[src/hdl/tps_pkg.sv]
// ----------------------------------------------------------------------------
// Taylor shift package
// Shared widths, item types, state encoding and control structs.
// ----------------------------------------------------------------------------
`timescale 1ns / 1ps
`default_nettype none

package tps_pkg;

    localparam int MAX_DEGREE  = 15;
    localparam int COEF_WIDTH  = 32;
    localparam int FRAC_BITS   = 16;
    localparam int STORE_DEPTH = MAX_DEGREE + 1;
    localparam int IDX_W       = $clog2(STORE_DEPTH);
    localparam int CNT_W       = $clog2(STORE_DEPTH + 1);
    localparam int PROD_W      = 2 * COEF_WIDTH;
    localparam int TERM_W      = 4;
    localparam int APB_DW      = 32;
    localparam int APB_AW      = 3;
    localparam int REG_IDX_W   = APB_AW - 2;

    localparam logic [REG_IDX_W-1:0] REG_SHIFT_POINT = REG_IDX_W'(0);

    typedef logic signed [COEF_WIDTH-1:0] coef_t;

    typedef struct packed {
        coef_t coefficient;
        logic  last_coefficient;
    } in_item_t;

    typedef struct packed {
        coef_t             taylor_coefficient;
        logic [TERM_W-1:0] term_index;
        logic              last_term;
        logic              overflow;
    } out_item_t;

    typedef enum logic [2:0] {
        S_LOAD,
        S_MUL,
        S_ABS,
        S_RND,
        S_ADD,
        S_EMIT_RD,
        S_EMIT_LD
    } state_t;

    typedef struct packed {
        logic mul_en;
        logic abs_en;
        logic rnd_en;
    } dp_ctrl_t;

    typedef struct packed {
        logic rnd_sat;
        logic add_sat;
    } dp_stat_t;

endpackage

`default_nettype wire

[src/hdl/tps_ram.sv]
// ----------------------------------------------------------------------------
// Generic RAM
// One write port, one read port, registered read data.
// ----------------------------------------------------------------------------
`timescale 1ns / 1ps
`default_nettype none

module tps_ram #(
    parameter int WIDTH = 32,
    parameter int DEPTH = 16
) (
    input  wire logic                     clk,
    input  wire logic                     we,
    input  wire logic [$clog2(DEPTH)-1:0] waddr,
    input  wire logic [WIDTH-1:0]         wdata,
    input  wire logic                     re,
    input  wire logic [$clog2(DEPTH)-1:0] raddr,
    output logic      [WIDTH-1:0]         rdata
);

    logic [WIDTH-1:0] mem_reg [DEPTH];
    logic [WIDTH-1:0] rdata_reg;

    always_ff @(posedge clk)
    begin
        if (we)
        begin
            mem_reg[waddr] <= wdata;
        end
        if (re)
        begin
            rdata_reg <= mem_reg[raddr];
        end
    end

    assign rdata = rdata_reg;

endmodule

`default_nettype wire

[src/hdl/tps_dp.sv]
// ----------------------------------------------------------------------------
// Taylor shift multiply-add datapath
// a * carry, round to nearest (ties away from zero), saturate, then
// saturating add of the stored coefficient. Three register stages.
// ----------------------------------------------------------------------------
`timescale 1ns / 1ps
`default_nettype none

module tps_dp
    import tps_pkg::*;
(
    input  wire logic     clk,
    input  wire dp_ctrl_t ctrl,
    input  wire coef_t    shift_point,
    input  wire coef_t    carry,
    input  wire coef_t    bval,
    output coef_t         sum,
    output dp_stat_t      stat
);

    localparam logic [PROD_W-1:0] HALF_LSB = PROD_W'(1) << (FRAC_BITS - 1);
    localparam logic [PROD_W-1:0] POS_LIM  = (PROD_W'(1) << (COEF_WIDTH - 1)) - PROD_W'(1);
    localparam logic [PROD_W-1:0] NEG_LIM  = PROD_W'(1) << (COEF_WIDTH - 1);
    localparam coef_t COEF_MAX = {1'b0, {(COEF_WIDTH-1){1'b1}}};
    localparam coef_t COEF_MIN = {1'b1, {(COEF_WIDTH-1){1'b0}}};

    logic signed [PROD_W-1:0] prod_reg;
    logic [PROD_W-1:0]        mag_reg;
    logic                     neg_reg;
    coef_t                    prodr_reg;

    logic [PROD_W-1:0]        q;
    logic                     rnd_sat;
    coef_t                    prodr_next;
    logic [COEF_WIDTH:0]      wide_sum;
    logic                     add_sat;

    always_ff @(posedge clk)
    begin
        if (ctrl.mul_en)
        begin
            prod_reg <= PROD_W'(shift_point) * PROD_W'(carry);
        end
        if (ctrl.abs_en)
        begin
            neg_reg <= prod_reg[PROD_W-1];
            mag_reg <= (prod_reg[PROD_W-1] ? PROD_W'(-prod_reg) : PROD_W'(prod_reg))
                       + HALF_LSB;
        end
        if (ctrl.rnd_en)
        begin
            prodr_reg <= prodr_next;
        end
    end

    always_comb
    begin
        q       = mag_reg >> FRAC_BITS;
        rnd_sat = q > (neg_reg ? NEG_LIM : POS_LIM);
        if (rnd_sat)
        begin
            prodr_next = neg_reg ? COEF_MIN : COEF_MAX;
        end
        else
        begin
            prodr_next = neg_reg ? coef_t'(-q[COEF_WIDTH-1:0]) : coef_t'(q[COEF_WIDTH-1:0]);
        end
    end

    always_comb
    begin
        wide_sum = {bval[COEF_WIDTH-1], bval} + {prodr_reg[COEF_WIDTH-1], prodr_reg};
        add_sat  = wide_sum[COEF_WIDTH] != wide_sum[COEF_WIDTH-1];
        if (add_sat)
        begin
            sum = wide_sum[COEF_WIDTH] ? COEF_MIN : COEF_MAX;
        end
        else
        begin
            sum = wide_sum[COEF_WIDTH-1:0];
        end
    end

    assign stat.rnd_sat = ctrl.rnd_en & rnd_sat;
    assign stat.add_sat = add_sat;

endmodule

`default_nettype wire

[src/hdl/taylor_polynomial_shift_core.sv]
// ----------------------------------------------------------------------------
// Taylor polynomial shift core
// Loads polynomial coefficients and emits the Taylor coefficients about a.
// ----------------------------------------------------------------------------
// Input channel (in_valid/in_stall/in_data): one coefficient per item, lowest
// power first; last_coefficient closes the polynomial. Items past
// MAX_DEGREE+1 are dropped and flag overflow. shift_point is written over the
// APB port at address 0; the user must write it only while idle, and the
// block does not enforce this. After the closing item the block trims zero
// top terms to degree d and runs repeated synthetic division in place in the
// coefficient RAM: d*(d+1)/2 multiply-adds (multiply, magnitude,
// round/saturate, add and write back), run in series, set by the serial carry
// through the single multiplier. Results then leave one at a time, k = 0 to d,
// via a RAM read (S_EMIT_RD) and an output register load (S_EMIT_LD).
// in_stall is high from the closing item until the last result sits in the
// output register; the next polynomial may load while it waits there. If the
// receiver stalls, emission holds with the current result in place.
// Reset clears the loader, the run state and shift_point; the RAM needs no
// clearing since every entry read in a run was written in that run.
// ----------------------------------------------------------------------------
`timescale 1ns / 1ps
`default_nettype none

module taylor_polynomial_shift_core
    import tps_pkg::*;
(
    input  wire logic              clk,
    input  wire logic              rst_n,
    input  wire logic              in_valid,
    output logic                   in_stall,
    input  wire in_item_t          in_data,
    output logic                   out_valid,
    input  wire logic              out_stall,
    output out_item_t              out_data,
    input  wire logic              psel,
    input  wire logic              penable,
    input  wire logic              pwrite,
    input  wire logic [APB_AW-1:0] paddr,
    input  wire logic [APB_DW-1:0] pwdata,
    output logic      [APB_DW-1:0] prdata,
    output logic                   pready
);

    state_t            state_reg, state_next;
    logic [CNT_W-1:0]  cnt_reg, cnt_next;
    logic              excess_reg, excess_next;
    logic [IDX_W-1:0]  top_idx_reg, top_idx_next;
    coef_t             top_val_reg, top_val_next;
    logic [IDX_W-1:0]  d_reg, d_next;
    logic [IDX_W-1:0]  k_reg, k_next;
    logic [IDX_W-1:0]  i_reg, i_next;
    coef_t             carry_reg, carry_next;
    logic              ovf_reg, ovf_next;
    coef_t             shift_point_reg, shift_point_next;
    logic              out_valid_reg;
    out_item_t         out_data_reg;

    logic              in_acc;
    logic              room;
    logic              keep_top;
    logic [IDX_W-1:0]  d_run;
    logic              out_free;
    logic              out_load;
    logic              pass_done;
    logic              last_pass;
    logic              cfg_wr;
    logic              reg_hit;

    logic              ram_we;
    logic [IDX_W-1:0]  ram_waddr;
    coef_t             ram_wdata;
    logic              ram_re;
    logic [IDX_W-1:0]  ram_raddr;
    logic [COEF_WIDTH-1:0] ram_rdata;

    dp_ctrl_t          dp_ctrl;
    dp_stat_t          dp_stat;
    coef_t             dp_sum;

    tps_ram #(
        .WIDTH (COEF_WIDTH),
        .DEPTH (STORE_DEPTH)
    ) u_store (
        .clk   (clk),
        .we    (ram_we),
        .waddr (ram_waddr),
        .wdata (ram_wdata),
        .re    (ram_re),
        .raddr (ram_raddr),
        .rdata (ram_rdata)
    );

    tps_dp u_dp (
        .clk         (clk),
        .ctrl        (dp_ctrl),
        .shift_point (shift_point_reg),
        .carry       (carry_reg),
        .bval        (coef_t'(ram_rdata)),
        .sum         (dp_sum),
        .stat        (dp_stat)
    );

    assign in_stall  = (state_reg != S_LOAD);
    assign in_acc    = in_valid & ~in_stall;
    assign room      = cnt_reg < CNT_W'(STORE_DEPTH);
    assign keep_top  = room & (in_data.coefficient != '0);
    assign d_run     = keep_top ? cnt_reg[IDX_W-1:0] : top_idx_reg;
    assign out_free  = ~out_valid_reg | ~out_stall;
    assign pass_done = (i_reg == k_reg);
    assign last_pass = (k_reg == d_reg - IDX_W'(1));

    // APB register
    assign pready  = 1'b1;
    assign reg_hit = (paddr[APB_AW-1:2] == REG_SHIFT_POINT);
    assign cfg_wr  = psel & penable & pwrite;
    assign prdata  = reg_hit ? APB_DW'(unsigned'(shift_point_reg)) : '0;

    always_comb
    begin
        shift_point_next = shift_point_reg;
        if (cfg_wr && reg_hit)
        begin
            shift_point_next = coef_t'(pwdata[COEF_WIDTH-1:0]);
        end
    end

    // next state
    always_comb
    begin
        state_next = state_reg;
        unique case (state_reg)
            S_LOAD:
            begin
                if (in_acc && in_data.last_coefficient)
                begin
                    state_next = (d_run == '0) ? S_EMIT_RD : S_MUL;
                end
            end
            S_MUL:     state_next = S_ABS;
            S_ABS:     state_next = S_RND;
            S_RND:     state_next = S_ADD;
            S_ADD:
            begin
                state_next = (pass_done && last_pass) ? S_EMIT_RD : S_MUL;
            end
            S_EMIT_RD: state_next = S_EMIT_LD;
            S_EMIT_LD:
            begin
                if (out_free)
                begin
                    state_next = (k_reg == d_reg) ? S_LOAD : S_EMIT_RD;
                end
            end
            default:   state_next = S_LOAD;
        endcase
    end

    // outputs and run registers
    always_comb
    begin
        cnt_next     = cnt_reg;
        excess_next  = excess_reg;
        top_idx_next = top_idx_reg;
        top_val_next = top_val_reg;
        d_next       = d_reg;
        k_next       = k_reg;
        i_next       = i_reg;
        carry_next   = carry_reg;
        ovf_next     = ovf_reg;
        ram_we       = 1'b0;
        ram_waddr    = i_reg;
        ram_wdata    = dp_sum;
        ram_re       = 1'b0;
        ram_raddr    = i_reg;
        dp_ctrl      = '0;
        out_load     = 1'b0;
        unique case (state_reg)
            S_LOAD:
            begin
                if (in_acc)
                begin
                    if (room)
                    begin
                        ram_we    = 1'b1;
                        ram_waddr = cnt_reg[IDX_W-1:0];
                        ram_wdata = in_data.coefficient;
                        cnt_next  = cnt_reg + CNT_W'(1);
                        if (keep_top)
                        begin
                            top_idx_next = cnt_reg[IDX_W-1:0];
                            top_val_next = in_data.coefficient;
                        end
                    end
                    else
                    begin
                        excess_next = 1'b1;
                    end
                    if (in_data.last_coefficient)
                    begin
                        d_next     = d_run;
                        k_next     = '0;
                        i_next     = d_run - IDX_W'(1);
                        carry_next = keep_top ? in_data.coefficient : top_val_reg;
                        ovf_next   = excess_reg | ~room;
                    end
                end
            end
            S_MUL:
            begin
                dp_ctrl.mul_en = 1'b1;
                ram_re         = 1'b1;
            end
            S_ABS:
            begin
                dp_ctrl.abs_en = 1'b1;
            end
            S_RND:
            begin
                dp_ctrl.rnd_en = 1'b1;
                if (dp_stat.rnd_sat)
                begin
                    ovf_next = 1'b1;
                end
            end
            S_ADD:
            begin
                ram_we     = 1'b1;
                carry_next = dp_sum;
                if (dp_stat.add_sat)
                begin
                    ovf_next = 1'b1;
                end
                if (pass_done)
                begin
                    // next pass restarts from the top coefficient
                    k_next     = last_pass ? '0 : k_reg + IDX_W'(1);
                    i_next     = d_reg - IDX_W'(1);
                    carry_next = top_val_reg;
                end
                else
                begin
                    i_next = i_reg - IDX_W'(1);
                end
            end
            S_EMIT_RD:
            begin
                ram_re    = 1'b1;
                ram_raddr = k_reg;
            end
            S_EMIT_LD:
            begin
                if (out_free)
                begin
                    out_load = 1'b1;
                    if (k_reg == d_reg)
                    begin
                        cnt_next     = '0;
                        excess_next  = 1'b0;
                        top_idx_next = '0;
                        top_val_next = '0;
                    end
                    else
                    begin
                        k_next = k_reg + IDX_W'(1);
                    end
                end
            end
            default:
            begin
                ram_we = 1'b0;
            end
        endcase
    end

    always_ff @(posedge clk or negedge rst_n)
    begin
        if (!rst_n)
        begin
            state_reg       <= S_LOAD;
            cnt_reg         <= '0;
            excess_reg      <= 1'b0;
            top_idx_reg     <= '0;
            top_val_reg     <= '0;
            d_reg           <= '0;
            k_reg           <= '0;
            i_reg           <= '0;
            ovf_reg         <= 1'b0;
            shift_point_reg <= '0;
            out_valid_reg   <= 1'b0;
        end
        else
        begin
            state_reg       <= state_next;
            cnt_reg         <= cnt_next;
            excess_reg      <= excess_next;
            top_idx_reg     <= top_idx_next;
            top_val_reg     <= top_val_next;
            d_reg           <= d_next;
            k_reg           <= k_next;
            i_reg           <= i_next;
            ovf_reg         <= ovf_next;
            shift_point_reg <= shift_point_next;
            if (out_load)
            begin
                out_valid_reg <= 1'b1;
            end
            else if (!out_stall)
            begin
                out_valid_reg <= 1'b0;
            end
        end
    end

    always_ff @(posedge clk)
    begin
        carry_reg <= carry_next;
        if (out_load)
        begin
            out_data_reg.taylor_coefficient <= coef_t'(ram_rdata);
            out_data_reg.term_index         <= TERM_W'(k_reg);
            out_data_reg.last_term          <= (k_reg == d_reg);
            out_data_reg.overflow           <= ovf_reg;
        end
    end

    assign out_valid = out_valid_reg;
    assign out_data  = out_data_reg;

endmodule

`default_nettype wire

[config.mk]
export PLATFORM = sky130hd
export DESIGN_NAME = taylor_polynomial_shift_core
export DESIGN_NICKNAME = d
export VERILOG_FILES = /design/src/hdl/tps_pkg.sv /design/src/hdl/tps_ram.sv /design/src/hdl/tps_dp.sv /design/src/hdl/taylor_polynomial_shift_core.sv
export SDC_FILE = /design/constraint.sdc
export NUM_CORES = 2
export LEC_CHECK = 0
export BUFFER_PORTS_ARGS = -buffer_cell sky130_fd_sc_hd__buf_2
export CAP_MARGIN = 15
export CORE_MARGIN = 5
export CORE_UTILIZATION = 50
export DETAILED_ROUTE_END_ITERATION = 6
export PLACE_DENSITY = 0.7
export SYNTH_ARGS = -nofsm -noshare
export SYNTH_HDL_FRONTEND = slang
export SYNTH_SLANG_ARGS = --single-unit
export TNS_END_PERCENT = 1
[constraint.sdc]
create_clock -name clk -period 15.4 [get_ports clk]
set_input_delay 3.08 -clock clk [delete_from_list [all_inputs] [get_ports clk]]
set_output_delay 3.08 -clock clk [all_outputs]
set_load 0.02 [all_outputs]
==> results.json <==
{
  "status": "completed",
  "num_rows": 141,
  "routedWlPerCell_um": 21.7,
  "syn-num-nets": 7868,
  "hp-start": "top_idx_reg[3]",
  "clkTransAtPathRegs_ns": 0.06,
  "drtIter0Drc": 4214,
  "grt_max_degree": 91,
  "synth_area_leaders": "edfxtp_1 31%, fa_1 29%, inv_1 5.1%, and2_1 4.7%, ha_1 4.3%",
  "tns_ns": 0,
  "cts_tree": "built",
  "worst_pin_slew_ns": 1.21,
  "grt.overflow.total": 0,
  "ys_warn_count": 0,
  "dpl.hpwl_um": 131000,
  "setup-violations-final": 0,
  "start_util_pct": 50.2,
  "coreArea_um2": 147000,
  "cp-end-kind": "flip-flop",
  "regToRegStartpoint": "shift_point_reg[19]",
  "globalRoute.busiestLayer": "met2",
  "yosysMostFrequentCell": "fa_1",
  "cts_buffer_depth": 3,
  "finalNetCount": 7895,
  "cts_resized": 0,
  "r2r_end": "u_dp.prod_reg[59]",
  "hold_end": "top_idx_reg[3]",
  "cts-buffers-inserted": 90,
  "cp_max_fo": 21,
  "hold_class": "reg2reg",
  "numClockSinks": 850,
  "syn_inst": 6454,
  "critPathKind": "reg2reg",
  "die_height_um": 395,
  "grtUsageMet3_pct": 4.29,
  "synth_cell_types": 92,
  "ys.flop_type": "edfxtp_1",
  "max_cap_viol_count": 0,
  "vias_per_cell": 5.74,
  "antenna_found_initial": 17,
  "routed_wl_um": 185000,
  "fin_skew_ns": 0.0228,
  "r2r_setup_slack_ns": 6.25,
  "cts_max_level": 3,
  "yosysTopAreaCell": "edfxtp_1",
  "synth-edff-count": 759,
  "period_needed_ns": 9.15,
  "synthArstFlopShare_pct": 10.7,
  "ctsHoldBuffers": 0,
  "pin_count": 148,
  "num_vias": 48800,
  "worstSetupStartpointType": "flip-flop",
  "place_ws_ns": 6.43,
  "die_w_um": 395,
  "dr.pass1.iters": 6,
  "yosys.area.top_type_share_pct": 30.8,
  "gp_congestion": 0.906,
  "max_slew_margin_pct": 19.2,
  "drive_above_1_share_pct": 9.73,
  "track_usage_pct": 24.0,
  "die_area_um2": 156000,
  "fmax_ghz": 0.109,
  "synthToLayoutAreaGrowth_pct": 8.45,
  "drc": 0,
  "final_max_slew_viol_count": 0,
  "synth_seq_cells": 850,
  "grt_pass1_wl_um": 293000,
  "rsz0062_at_grt": "no",
  "postCtsSetupRepairBufs": 0,
  "finalCritPeriodShare_pct": 59.4,
  "holdPathStages": 2,
  "seq_area_frac_synth_pct": 33.9,
  "grt_pass1_vias": 51400,
  "met2_usage_pct": 39.3,
  "ant_nets": 0,
  "required_ns": 15.83,
  "clk_latency_ns": 0.69,
  "largest_reg_flops": 512,
  "setup_slack_ns": 6.25,
  "met1_usage_pct": 33.2,
  "synth_area_um2": 74000,
  "fillers": 12300,
  "synth_area_per_cell_um2": 11.5,
  "critical_path_arrival_ns": 9.57,
  "r2r_cells": 23,
  "hold_viol_final": 0,
  "synth_commonest_cells": "1083 x fa_1, 1015 x inv_1, 759 x edfxtp_1, 696 x nand2_1, 554 x and2_1",
  "port_buffers": 144,
  "cts_root_buf": "clkbuf_16"
}
worst max-delay path, stage by stage (launching register included):
cell and delay, ns:
dfrtp_1 0.84, buf_4 0.41, and2_1 0.20, fa_1 0.45, fa_1 0.57, inv_1 0.06
fa_1 0.49, fa_1 0.51, inv_1 0.05, fa_1 0.55, fa_1 0.43, fa_1 0.57
fa_1 0.47, ha_1 0.45, nand2_1 0.07, o21ai_0 0.38, a31oi_1 0.18, a21oi_1 0.32
a21oi_1 0.16, a21oi_1 0.48, a211oi_1 0.24, o31ai_1 0.60, a21boi_0 0.22, xnor2_1 0.16
per-layer routing:
layer	up-vias	routed length, um	share of wire [%]
met5	-	26	0.014
met4	4	6410	3.5
met3	342	14300	7.8
met2	1971	88800	48
met1	25300	75100	41
li1	21200	-	-
worst max-delay path by stage:
stage,start,end
after CTS,shift_point_reg[19],u_dp.prod_reg[59]
after global placement,shift_point_reg[19],u_dp.prod_reg[60]
after floorplan,shift_point_reg[31],u_dp.prod_reg[59]
after detailed placement,shift_point_reg[19],u_dp.prod_reg[59]
final,shift_point_reg[19],u_dp.prod_reg[59]
after global routing,shift_point_reg[31],u_dp.prod_reg[59]
logic make-up after synthesis:
logic type,after synthesis,share of synthesized area (%)
mux,188,4.77
fa+ha+maj,1340,33.6
buf+inv,1354,6.90
flops,850,33.9
compound gates,746,6.43
simple gates,1784,12.1
other cells,1,0.00507
xor+xnor,191,2.26
area by class of cell:
| type | instances | area, um^2 | area share, % |
|---|---|---|---|
| well taps | 1930 | 2410 | 3.01 |
| repair buffers | 274 | 1780 | 2.22 |
| inverters | 1015 | 3810 | 4.75 |
| clock inverters | 58 | 744 | 0.928 |
| multi-input cells | 4250 | 44000 | 54.9 |
| flip-flops and latches | 850 | 25100 | 31.2 |
| diodes | 11 | 27.5 | 0.0343 |
| clock buffers | 112 | 2360 | 2.95 |
stage by stage:
stage / util, % / instances / hold slack [ns] / instance area (um^2)
floorplan: - / 6454 / 0.423 / 74000
global placement: 52.2 / 8302 / 0.462 / 76900
detailed placement: 52.2 / 8302 / 0.473 / 76900
CTS: 54.3 / 8472 / 0.488 / 80000
global route: 54.4 / 8494 / 0.513 / 80200
finish: 54.4 / 8500 / 0.491 / 80300
cell usage in the layout (no fill, tap or decap), types with 126 or more instances in the layout:
cell type / n
xnor2_1: 134
a21oi_1: 218
mux4_2: 128
and2_1: 553
inv_1: 1014
nand2_1: 696
ha_1: 256
buf_2: 143
fa_1: 1083
nor2_1: 166
o21ai_0: 138
edfxtp_1: 759
buf_4: 126
Power is left out: the tool's default activity adds up to more than one toggle a clock period on the data nets, which glitch-free logic cannot reach.
